**src/kdwm_pkg.sv**
```systemverilog
// Shared constants, types and register codes for the keypoint depth window mean block.
`timescale 1ns / 1ps
package kdwm_pkg;

    localparam int MAX_WIDTH    = 640;
    localparam int MAX_HEIGHT   = 480;
    localparam int WINDOW       = 11;
    localparam int MAX_FEATURES = 4096;

    localparam int HALF_WIN  = (WINDOW - 1) / 2;
    localparam int WIN_AREA  = WINDOW * WINDOW;
    localparam int MEM_DEPTH = MAX_WIDTH * MAX_HEIGHT;

    localparam int DEPTH_W = 16;
    localparam int COL_W   = 10;
    localparam int ROW_W   = 9;
    localparam int MINC_W  = 7;
    localparam int IDX_W   = 12;
    localparam int CMP_W   = 16;

    localparam int ADDR_W = $clog2(MEM_DEPTH);
    localparam int WIN_W  = $clog2(WINDOW);
    localparam int CNT_W  = $clog2(WIN_AREA + 1);
    localparam int SUM_W  = $clog2(WIN_AREA * 65535 + 1);
    localparam int STEP_W = $clog2(SUM_W + 1);

    localparam int INDEX_TOP_I = (MAX_FEATURES - 1) < 4095 ? (MAX_FEATURES - 1) : 4095;
    localparam logic [IDX_W-1:0]   INDEX_TOP         = IDX_W'(INDEX_TOP_I);
    localparam logic [DEPTH_W-1:0] DISABLED_DEPTH_MM = DEPTH_W'(1000);

    localparam int CFG_IDX_W  = 3;
    localparam int CFG_DATA_W = 16;

    typedef enum logic [CFG_IDX_W-1:0] {
        REG_MIN_DEPTH    = 3'd0,
        REG_MAX_DEPTH    = 3'd1,
        REG_MIN_VALID    = 3'd2,
        REG_DEPTH_ENABLE = 3'd3,
        REG_IMAGE_WIDTH  = 3'd4,
        REG_IMAGE_HEIGHT = 3'd5
    } cfg_reg_t;

    typedef enum logic [6:0] {
        ST_IDLE  = 7'b0000001,
        ST_SETUP = 7'b0000010,
        ST_READ  = 7'b0000100,
        ST_DRAIN = 7'b0001000,
        ST_CHECK = 7'b0010000,
        ST_DIV   = 7'b0100000,
        ST_FIN   = 7'b1000000
    } state_t;

endpackage

```
**src/kdwm_div.sv**
```systemverilog
// Radix-2 restoring divider: window depth sum over qualifying sample count.
`timescale 1ns / 1ps
module kdwm_div
    import kdwm_pkg::*;
(
    input  logic             clk,
    input  logic             rst_n,
    input  logic             start,
    input  logic [SUM_W-1:0] dividend,
    input  logic [CNT_W-1:0] divisor,
    output logic             done,
    output logic [SUM_W-1:0] quotient
);

    logic [SUM_W-1:0]  quo_reg, quo_next;
    logic [CNT_W-1:0]  rem_reg, rem_next;
    logic [CNT_W-1:0]  dsr_reg, dsr_next;
    logic [STEP_W-1:0] step_reg, step_next;
    logic              busy_reg, busy_next;
    logic              done_reg, done_next;
    logic [CNT_W:0]    trial;
    logic [CNT_W:0]    diff;
    logic              fits;

    // one quotient bit per cycle, MSB first
    assign trial = {rem_reg, quo_reg[SUM_W-1]};
    assign diff  = trial - {1'b0, dsr_reg};
    assign fits  = trial >= {1'b0, dsr_reg};

    always_comb
    begin
        quo_next  = quo_reg;
        rem_next  = rem_reg;
        dsr_next  = dsr_reg;
        step_next = step_reg;
        busy_next = busy_reg;
        done_next = 1'b0;
        if (start)
        begin
            quo_next  = dividend;
            rem_next  = '0;
            dsr_next  = divisor;
            step_next = STEP_W'(SUM_W);
            busy_next = 1'b1;
        end
        else if (busy_reg)
        begin
            rem_next  = fits ? diff[CNT_W-1:0] : trial[CNT_W-1:0];
            quo_next  = {quo_reg[SUM_W-2:0], fits};
            step_next = step_reg - STEP_W'(1);
            if (step_reg == STEP_W'(1))
            begin
                busy_next = 1'b0;
                done_next = 1'b1;
            end
        end
    end

    always_ff @(posedge clk or negedge rst_n)
    begin
        if (!rst_n)
        begin
            busy_reg <= 1'b0;
            done_reg <= 1'b0;
            step_reg <= '0;
        end
        else
        begin
            busy_reg <= busy_next;
            done_reg <= done_next;
            step_reg <= step_next;
        end
    end

    always_ff @(posedge clk)
    begin
        quo_reg <= quo_next;
        rem_reg <= rem_next;
        dsr_reg <= dsr_next;
    end

    assign done     = done_reg;
    assign quotient = quo_reg;

endmodule

```
**config.mk**
```make
export PLATFORM = sky130hd
export DESIGN_NAME = kdwm_div
export DESIGN_NICKNAME = d
export VERILOG_FILES = /design/src/kdwm_pkg.sv /design/src/kdwm_div.sv
export SDC_FILE = /design/constraint.sdc
export NUM_CORES = 1
export LEC_CHECK = 0
export ABC_CLOCK_PERIOD_IN_PS = 3100
export BUFFER_PORTS_ARGS = -buffer_cell sky130_fd_sc_hd__buf_2
export CAP_MARGIN = 20
export CORE_AREA = 5 5 79 81
export DETAILED_ROUTE_END_ITERATION = 12
export DIE_AREA = 0 0 84 86
export PLACE_DENSITY = 0.67
export SLEW_MARGIN = 20
export SYNTH_ARGS = -nofsm -noshare
export SYNTH_HDL_FRONTEND = slang
export SYNTH_SLANG_ARGS = --single-unit
```
**constraint.sdc**
```tcl
create_clock -name clk -period 3.1 [get_ports clk]
set_clock_uncertainty 0.1 [all_clocks]
set_input_delay 0.31 -clock clk [delete_from_list [all_inputs] [get_ports clk]]
set_output_delay 0.31 -clock clk [all_outputs]
set_load 0.05 [all_outputs]
```
==> metrics list, run 1 <==
* Timing-limited maximum frequency: 0.4219 GHz
* Unrepaired setup endpoints after global routing: no
- Routed Antenna Nets: 0
- # placed instances: 311
* Global-route total usage across every layer: 0.1250
* Standard cell core area: 5405 sq um
- Post-route minimum period: 2.370 ns
- Of the post-synthesis cell area, the part taken by muxes is 0.1100.
- The die covers 7224 sq um.
* Top library cells by usage in the layout, fill and taps aside: sky130_fd_sc_hd__buf_2, sky130_fd_sc_hd__edfxtp_1, sky130_fd_sc_hd__mux2_2
* Tcrit/Tclk final: 0.7646
* Async S/R FF share, synth: 0.1591
- Data required time of the critical path: 3.20 ns
* Largest register FFs: 23
- Of the total power, combinational logic draws 0.409.
- Maximum number of pins on one net before global-route repair: 28
- Number of levels in the clock H-tree: 2
- Latest clock arrival within the worst-skew pair: 0.29 ns
- STA classifies the critical path endpoint as a flop.
- Clock sink total: 44
* Synthesized netlist net count: 234
- Flip-flop and latch count after synthesis: 44
- Via-to-Cell Ratio: 4.975
- Total leakage power: 1.172 nW
- Fraction of power consumed by the clock network: 0.181
* Buffer cell driving the clock tree root: sky130_fd_sc_hd__clkbuf_8
- Across the run, the number of max-cap violations was 0.
- YS warnings: 0
- Synth Area in Compound Gates: 0.1260
- Die height: 86 um
* Standard-cell rows: 27
- Of the total synthesized cell area, the portion taken by XOR and XNOR cells is 0.02242.
- Critical-path top delay cell: sky130_fd_sc_hd__fa_1
- By startpoint and endpoint, the worst setup path is classified as flop to flop.
* Nets: 290
- Die width: 84 um
- Sequential Power Share: 0.410
- Cell Chain, Critical Path: inv_1, ha_1, fa_1, nand2b_1, a211o_1, and3_1, a311oi_2
* Dominant combinational cell family by area after synthesis: compound AO/OA/AOI/OAI gates
- Number of port buffers: 56
- Buffers from clock root to sink, at most: 2
- CP peak stage delay: 0.40 ns
- Of the total synthesized cell area, the portion taken by AND, OR, NAND and NOR gates is 0.1191.
- 57 I/O pins were placed.
* TritonCTS clock tree: done
- Sw power: 0.7328 mW
* Number of antenna repair diodes: 0
- Number of antenna violations at the first check in global routing: 0
* TNS Setup: 0 ns
* Cell Int Power: 1.208 mW
- Dividing the detail-routed wire length by the instance count gives 14.10 um.
- At the pin with the least slew margin, the transition time is 0.5372 ns.
- The worst setup path is launched from a flop.
* Layout cell share with drive strength beyond 1: 0.3911
* Drt first-iter violations: 148
- The via count of the first global-routing pass was 1585.
- Power per unit of standard cell area: 700.6 nW/um^2
- After clock tree synthesis, the clock-pin slew on the worst setup and hold paths is 0.08 ns.
- For this run, the detailed router's first-pass iteration total came to 4.
- Via count of the routed design: 1592
- Non-Filler Instances: 320
- The first global-routing pass estimated 7258 um of wire.
- Hpwl dp: 3307 um
- HP Class: input port to flop
- Setup-failing EPs final: 0
* Number of max-slew violations in the final report: 0
- Data arrival time at the worst-slack endpoint: 2.47 ns
- Status: completed
- Of the total synthesized cell area, the portion taken by full adders, half adders and majority gates is 0.05659.
- Number of distinct standard cells referenced by the synthesized netlist: 49
* Number of synthesized flops with an enable pin: 30
- Routability congestion estimate from global placement: 0.8047
* Cells after Synth: 191
- The final count of hold timing violations was 0.
- In this run the worst path has a maximum fanout of 9.
* Max_slew headroom: 0.6418
- The most used flip-flop cell after synthesis is sky130_fd_sc_hd__edfxtp_1.
- TritonCTS created 5 clock buffers.
- The total overflow left after global routing is 0.
- After clock tree synthesis, the setup repair step added 0 buffers.
* Net Sw Frac: 0.3776
- In the routed design, unresolved DRC markers number 0.
- From synthesis to final layout, the design area changed by 18.21%.
- The synthesized netlist occupies a cell area of 2343 sq um.
- Post-synthesis average cell area: 12.27 sq um
- For this configuration, the core starts out at a cell density of 0.4336.
* Detailed Route WL: 4511 um
- The library cell used most frequently in the layout, excluding fill and tap cells, is sky130_fd_sc_hd__buf_2.
* Maximum vdd drop: 0.3341 mV
- Of the synthesized area, sequential elements account for 0.5190.
-- worst paths after layout --
| check | start | slack (ns) | end | cells after the start |
|---|---|---|---|---|
| worst max-delay path | quotient[22] | 0.73 | rem_reg[0] | 7 |
| worst min register to register | rem_reg[1] | 0.43 | rem_reg[2] | 2 |
| worst max register to register | quotient[22] | 0.73 | rem_reg[0] | 7 |
| min in group asynchronous | rst_n | 0.27 | busy_reg | 2 |
| max in group asynchronous | rst_n | 2.47 | step_reg[1] | 2 |
| worst min-delay path | divisor[0] | 0.09 | dsr_reg[0] | 1 |
-- logic make-up (layout without fill, tap and decap cells) --
group,Yosys count,in the layout
simple gates,50,50
flops,44,44
compound gates,34,34
buf+inv,24,81
mux,23,23
fa+ha+maj,10,10
xor+xnor,6,6
-- stage by stage --
step           cell area [sq um]  total power [mW]  utilization  hold WS (ns)  setup WS (ns)
2_1_floorplan               2344             1.463            -      -0.08559         0.4597
3_3_place_gp                2675             1.595       0.4949       0.05072         0.7947
3_5_place_dp                2675             1.601       0.4949       0.05401         0.7534
4_1_cts                     2770             1.957       0.5125       0.07538         0.7276
5_1_grt                     2770             2.073       0.5125       0.07718         0.5597
6_report                    2770             1.941       0.5125       0.08957         0.7298
-- power groups by stage --
stage | Combinational [mW] | Sequential (mW) | Clock (mW)
final | 0.794 | 0.796 | 0.350
after global routing | 0.878 | 0.808 | 0.387
after CTS | 0.796 | 0.797 | 0.364
after detailed placement | 0.793 | 0.808 | 0
after global placement | 0.787 | 0.808 | 0
after floorplan | 0.535 | 0.928 | 0
-- final cells by class --
class / count / area (sq um)
inverters: 13 / 48.80
clock inverters: 2 / 12.51
multi-input cells: 123 / 1017
well taps: 72 / 90.09
repair buffers: 60 / 312.8
flip-flops and latches: 44 / 1216
fillers: 488 / 2635
clock buffers: 6 / 72.57
-- critical path: cells and delay by family, from the launching register on --
family	cells	cell delay (ns)
compound gates	2	0.66
fa+ha+maj	2	0.62
buf+inv	1	0.06
flops	1	0.34
simple gates	2	0.50
-- per-layer routing --
| metal | share of wire | track usage | vias to the layer above |
|---|---|---|---|
| met5 | 0 | 0 | - |
| met4 | 0.0084 | 0.05117 | 0 |
| li1 | - | - | 811 |
| met2 | 0.49 | 0.2003 | 29 |
| met3 | 0.037 | 0.02786 | 4 |
| met1 | 0.46 | 0.1643 | 748 |
-- Yosys cell counts, types with 2 or more instances --
cell                       instances  area share
sky130_fd_sc_hd__nand2_1           8       0.013
sky130_fd_sc_hd__a31oi_1           2      0.0053
sky130_fd_sc_hd__a311oi_2          2       0.013
sky130_fd_sc_hd__nor2_1           11       0.018
sky130_fd_sc_hd__nor3b_1           6       0.019
sky130_fd_sc_hd__o31ai_2           2       0.011
sky130_fd_sc_hd__a41oi_1           4       0.015
sky130_fd_sc_hd__clkbuf_1          7       0.011
sky130_fd_sc_hd__o21ai_1           2      0.0043
sky130_fd_sc_hd__nand4_1           2      0.0053
sky130_fd_sc_hd__mux2_2           22        0.11
sky130_fd_sc_hd__edfxtp_1         30        0.38
sky130_fd_sc_hd__or2_2             3      0.0080
sky130_fd_sc_hd__a21o_1            2      0.0064
sky130_fd_sc_hd__inv_1            13       0.021
sky130_fd_sc_hd__buf_6             2      0.0096
sky130_fd_sc_hd__o21bai_1          2      0.0064
sky130_fd_sc_hd__nor2b_1           6       0.016
sky130_fd_sc_hd__o21ai_0           4      0.0085
sky130_fd_sc_hd__o21a_1            2      0.0064
sky130_fd_sc_hd__xnor2_1           5       0.019
sky130_fd_sc_hd__nand2b_1          7       0.019
sky130_fd_sc_hd__dfxtp_1           7       0.060
sky130_fd_sc_hd__dfrtp_1           7       0.075
sky130_fd_sc_hd__ha_1              9       0.048
-- repair_timing --
| item | 4_1_cts | 5_1_grt |
|---|---|---|
| resized for setup | 0 | 0 |
| endpoints found under the hold margin | 7 | 0 |
| setup endpoints to repair | 0 | 0 |
| hold buffers | 1 | 0 |
Note: power is estimated with default switching activity, not from simulation.
==> run 2, diff against run 1 <==
- ABC_CLOCK_PERIOD_IN_PS: 3100 -> 2200
- clock period: 3.1 -> 2.2 ns (I/O delays scaled with it)
==> run 2 against run 1 <==
Design area rose by 7.3%. Die area did not move. Setup slack got worse by 0.66 ns. Clock-buffer cell count fell by 1. Combinational power rose by 54%. Global-route usage rose by 1.2 points. Maximum frequency rose by 11%. Core utilization rose by 3.7 points.
==> metrics list, run 2 (synthesis results as in run 1) <==
- Status: completed
- The critical path's largest stage delay is 0.42 ns (+0.02 ns).
- Buffers from clock root to sink, at most: 2 (unchanged)
- The instance count after placement with tap cells included is 313 (+0.64%).
- Worst setup slack after placement: 0.04694 ns (-0.7064 ns)
* Tcrit/Tclk final: 0.9704 (+0.2058)
* Routability congestion estimate from global placement: 0.8117 (+0.87%)
- The maximum fanout encountered on the critical timing path is 6 (-3).
- Worst Setup Start Kind: flop
- Critical-path top delay cell: sky130_fd_sc_hd__edfxtp_1
- The area growth from synthesis to layout is 26.80%.
* Drt first-iter violations: 88 (-41%)
* Total leakage power: 1.254 nW (+7.0%)
- Non-Filler Instances: 332 (+3.8%)
* Clock sink total: 44 (unchanged)
* Cell Chain, Critical Path: ha_4, fa_2, nand2b_4, a211o_4, and3_4, a311oi_2
- Global-route wire length before repair: 7866 um (+8.4%)
* Post-route minimum period: 2.135 ns (-0.2353 ns)
* Top library cells by usage in the layout, fill and taps aside: sky130_fd_sc_hd__buf_2, sky130_fd_sc_hd__edfxtp_1, sky130_fd_sc_hd__mux2_2
- The total length of routed wires is 4827 um (+7.0%).
- Die width: 84 um (unchanged)
- Nets: 302 (+4.1%)
* Layout cell share with drive strength beyond 1: 0.4192 (+0.02810)
- Count of endpoints failing hold in the final timing report: 0 (unchanged)
* Data required time of the critical path: 2.32 ns (-0.88 ns)
- Number of antenna violations at the first check in global routing: 0 (unchanged)
* Timing-limited maximum frequency: 0.4684 GHz (+11%)
- TNS Setup: 0 ns (unchanged)
- The worst hold path belongs to the class input port to flop.
- The actual slew at the worst max-slew pin is 0.5682 ns (+0.03100 ns).
- Setup repair after global routing could not meet its margin everywhere.
* Clk slew on worst S/H paths: 0.09 ns (about the same)
* Number of cells traversed by the worst register-to-register path: 6 (-1)
- The flip-flop count of the largest register, all copies and words added came to 23 (unchanged).
* Post-layout utilization of the core: 0.5498 (+0.03727)
- Number of antenna repair diodes: 0 (unchanged)
* Effective utilization at floorplan: 0.4336 (unchanged)
* Setup-failing EPs final: 0 (unchanged)
* Die height: 86 um (unchanged)
- The worst ir drop on vdd came to 0.4995 mV (+50%).
* Area of the die: 7224 sq um (unchanged)
- The maximum number of pins on one net before global-route repair came to 24 (-14%).
- Ports: 57 (unchanged)
* Global-route total usage across every layer: 0.1367 (+0.01175)
* Max Cap Viol: 0 (unchanged)
- The number of H-tree levels came to 2 (unchanged).
* Number of max-slew violations in the final report: 0 (unchanged)
- WL/cell: 14.54 um (+3.1%)
- The headroom to the max-slew limit is 0.6212 (-0.02066).
* Data arrival time at the worst-slack endpoint: 2.26 ns (-0.21 ns)
* Latest clock arrival within the worst-skew pair: 0.30 ns (about the same)
- The total of buffers placed on input and output ports is 56 (unchanged).
* Via count of the routed design: 1708 (+7.3%)
- Buffer cell driving the clock tree root: sky130_fd_sc_hd__clkbuf_8
* Routed Antenna Nets: 0 (unchanged)
- The number of placement rows is 27 (unchanged).
* Hpwl dp: 3528 um (+6.7%)
* Cells on Worst Hold Path: 2 (+1)
- Vias in the first global route: 1690 (+6.6%)
- The worst setup path is of the flop to flop kind.
- Initial DRT Pass Iterations: 4 (unchanged)
- WHS: 0.1116 ns (+0.02200 ns)
- STA classifies the critical path endpoint as a flop.
- The worst path setup slack after routing came to 0.06519 ns (-0.6647 ns).
- Standard cell core area: 5405 sq um (unchanged)
- The per-cell via count in the routed design came to 5.145 (+3.4%).
* Number of buffers inserted during clock tree synthesis: 5 (unchanged)
- TritonCTS built the clock tree.
- The post-route DRC violation count came to 0 (unchanged).
- The final global-route overflow total was 0 (unchanged).
- Power per unit of standard cell area: 1004 nW/um^2 (+43%)
- Most frequent standard cell in the layout excluding fill and tap cells: sky130_fd_sc_hd__buf_2
-- run 2: layout make-up --
| class | count | area [sq um] |
|---|---|---|
| Inverter | 13 | 48.80 |
| Tap cell | 72 | 90.09 |
| Clock inverter | 3 | 46.29 |
| Sequential cell | 44 | 1216 |
| Multi-Input combinational cell | 124 | 1064 |
| Timing Repair Buffer | 71 | 437.9 |
| Fill cell | 471 | 2434 |
| Clock buffer | 5 | 68.82 |
-- run 2: final timing paths --
| kind | from | endpoint | slack (ns) |
|---|---|---|---|
| hold reg to reg | step_reg[4] | step_reg[4] | 0.44 |
| hold / removal | dividend[6] | quotient[6] | 0.11 |
| setup / recovery | dsr_reg[0] | rem_reg[0] | 0.07 |
| setup reg to reg | dsr_reg[0] | rem_reg[0] | 0.07 |
| min in group asynchronous | rst_n | step_reg[0] | 0.17 |
| max in group asynchronous | rst_n | step_reg[1] | 1.67 |
-- run 2: per-layer routing --
metal / part of all wire / up-vias / global-route usage
met5: 0 / - / 0
met4: 0.021 / 0 / 0.05994
met3: 0.031 / 14 / 0.03362
met2: 0.50 / 43 / 0.2336
met1: 0.44 / 812 / 0.1641
li1: - / 839 / -
-- run 2: through the flow --
stage               power (mW)  cell area, sq um
floorplan                2.093              2371
global placement         2.308              2743
detailed placement       2.325              2743
CTS                      2.982              2938
global route             3.189              2972
finish                   2.985              2972
-- run 2: report_power, final --
| part | leakage [nW] | switching (mW) | internal, mW |
|---|---|---|---|
| combinational | 0.753 | 0.710 | 0.515 |
| sequential | 0.446 | 0.0953 | 1.03 |
| clock | 0.0548 | 0.295 | 0.342 |
| total | 1.25 | 1.10 | 1.88 |
-- run 2: repair_timing --
item | CTS | global route
setup buffers | 0 | 2
gates resized for setup | 0 | 2
setup endpoints to repair | 0 | 3
hold buffers | 8 | 0
hold endpoints to repair | 14 | 0
-- run 2: critical path: cells and delay by family, from the launching register on --
kind / cells / cell delay, ns
AO/OA/AOI/OAI: 2 / 0.61
adder cells (fa/ha/maj): 2 / 0.53
flip-flops: 1 / 0.42
AND/OR/NAND/NOR: 2 / 0.39
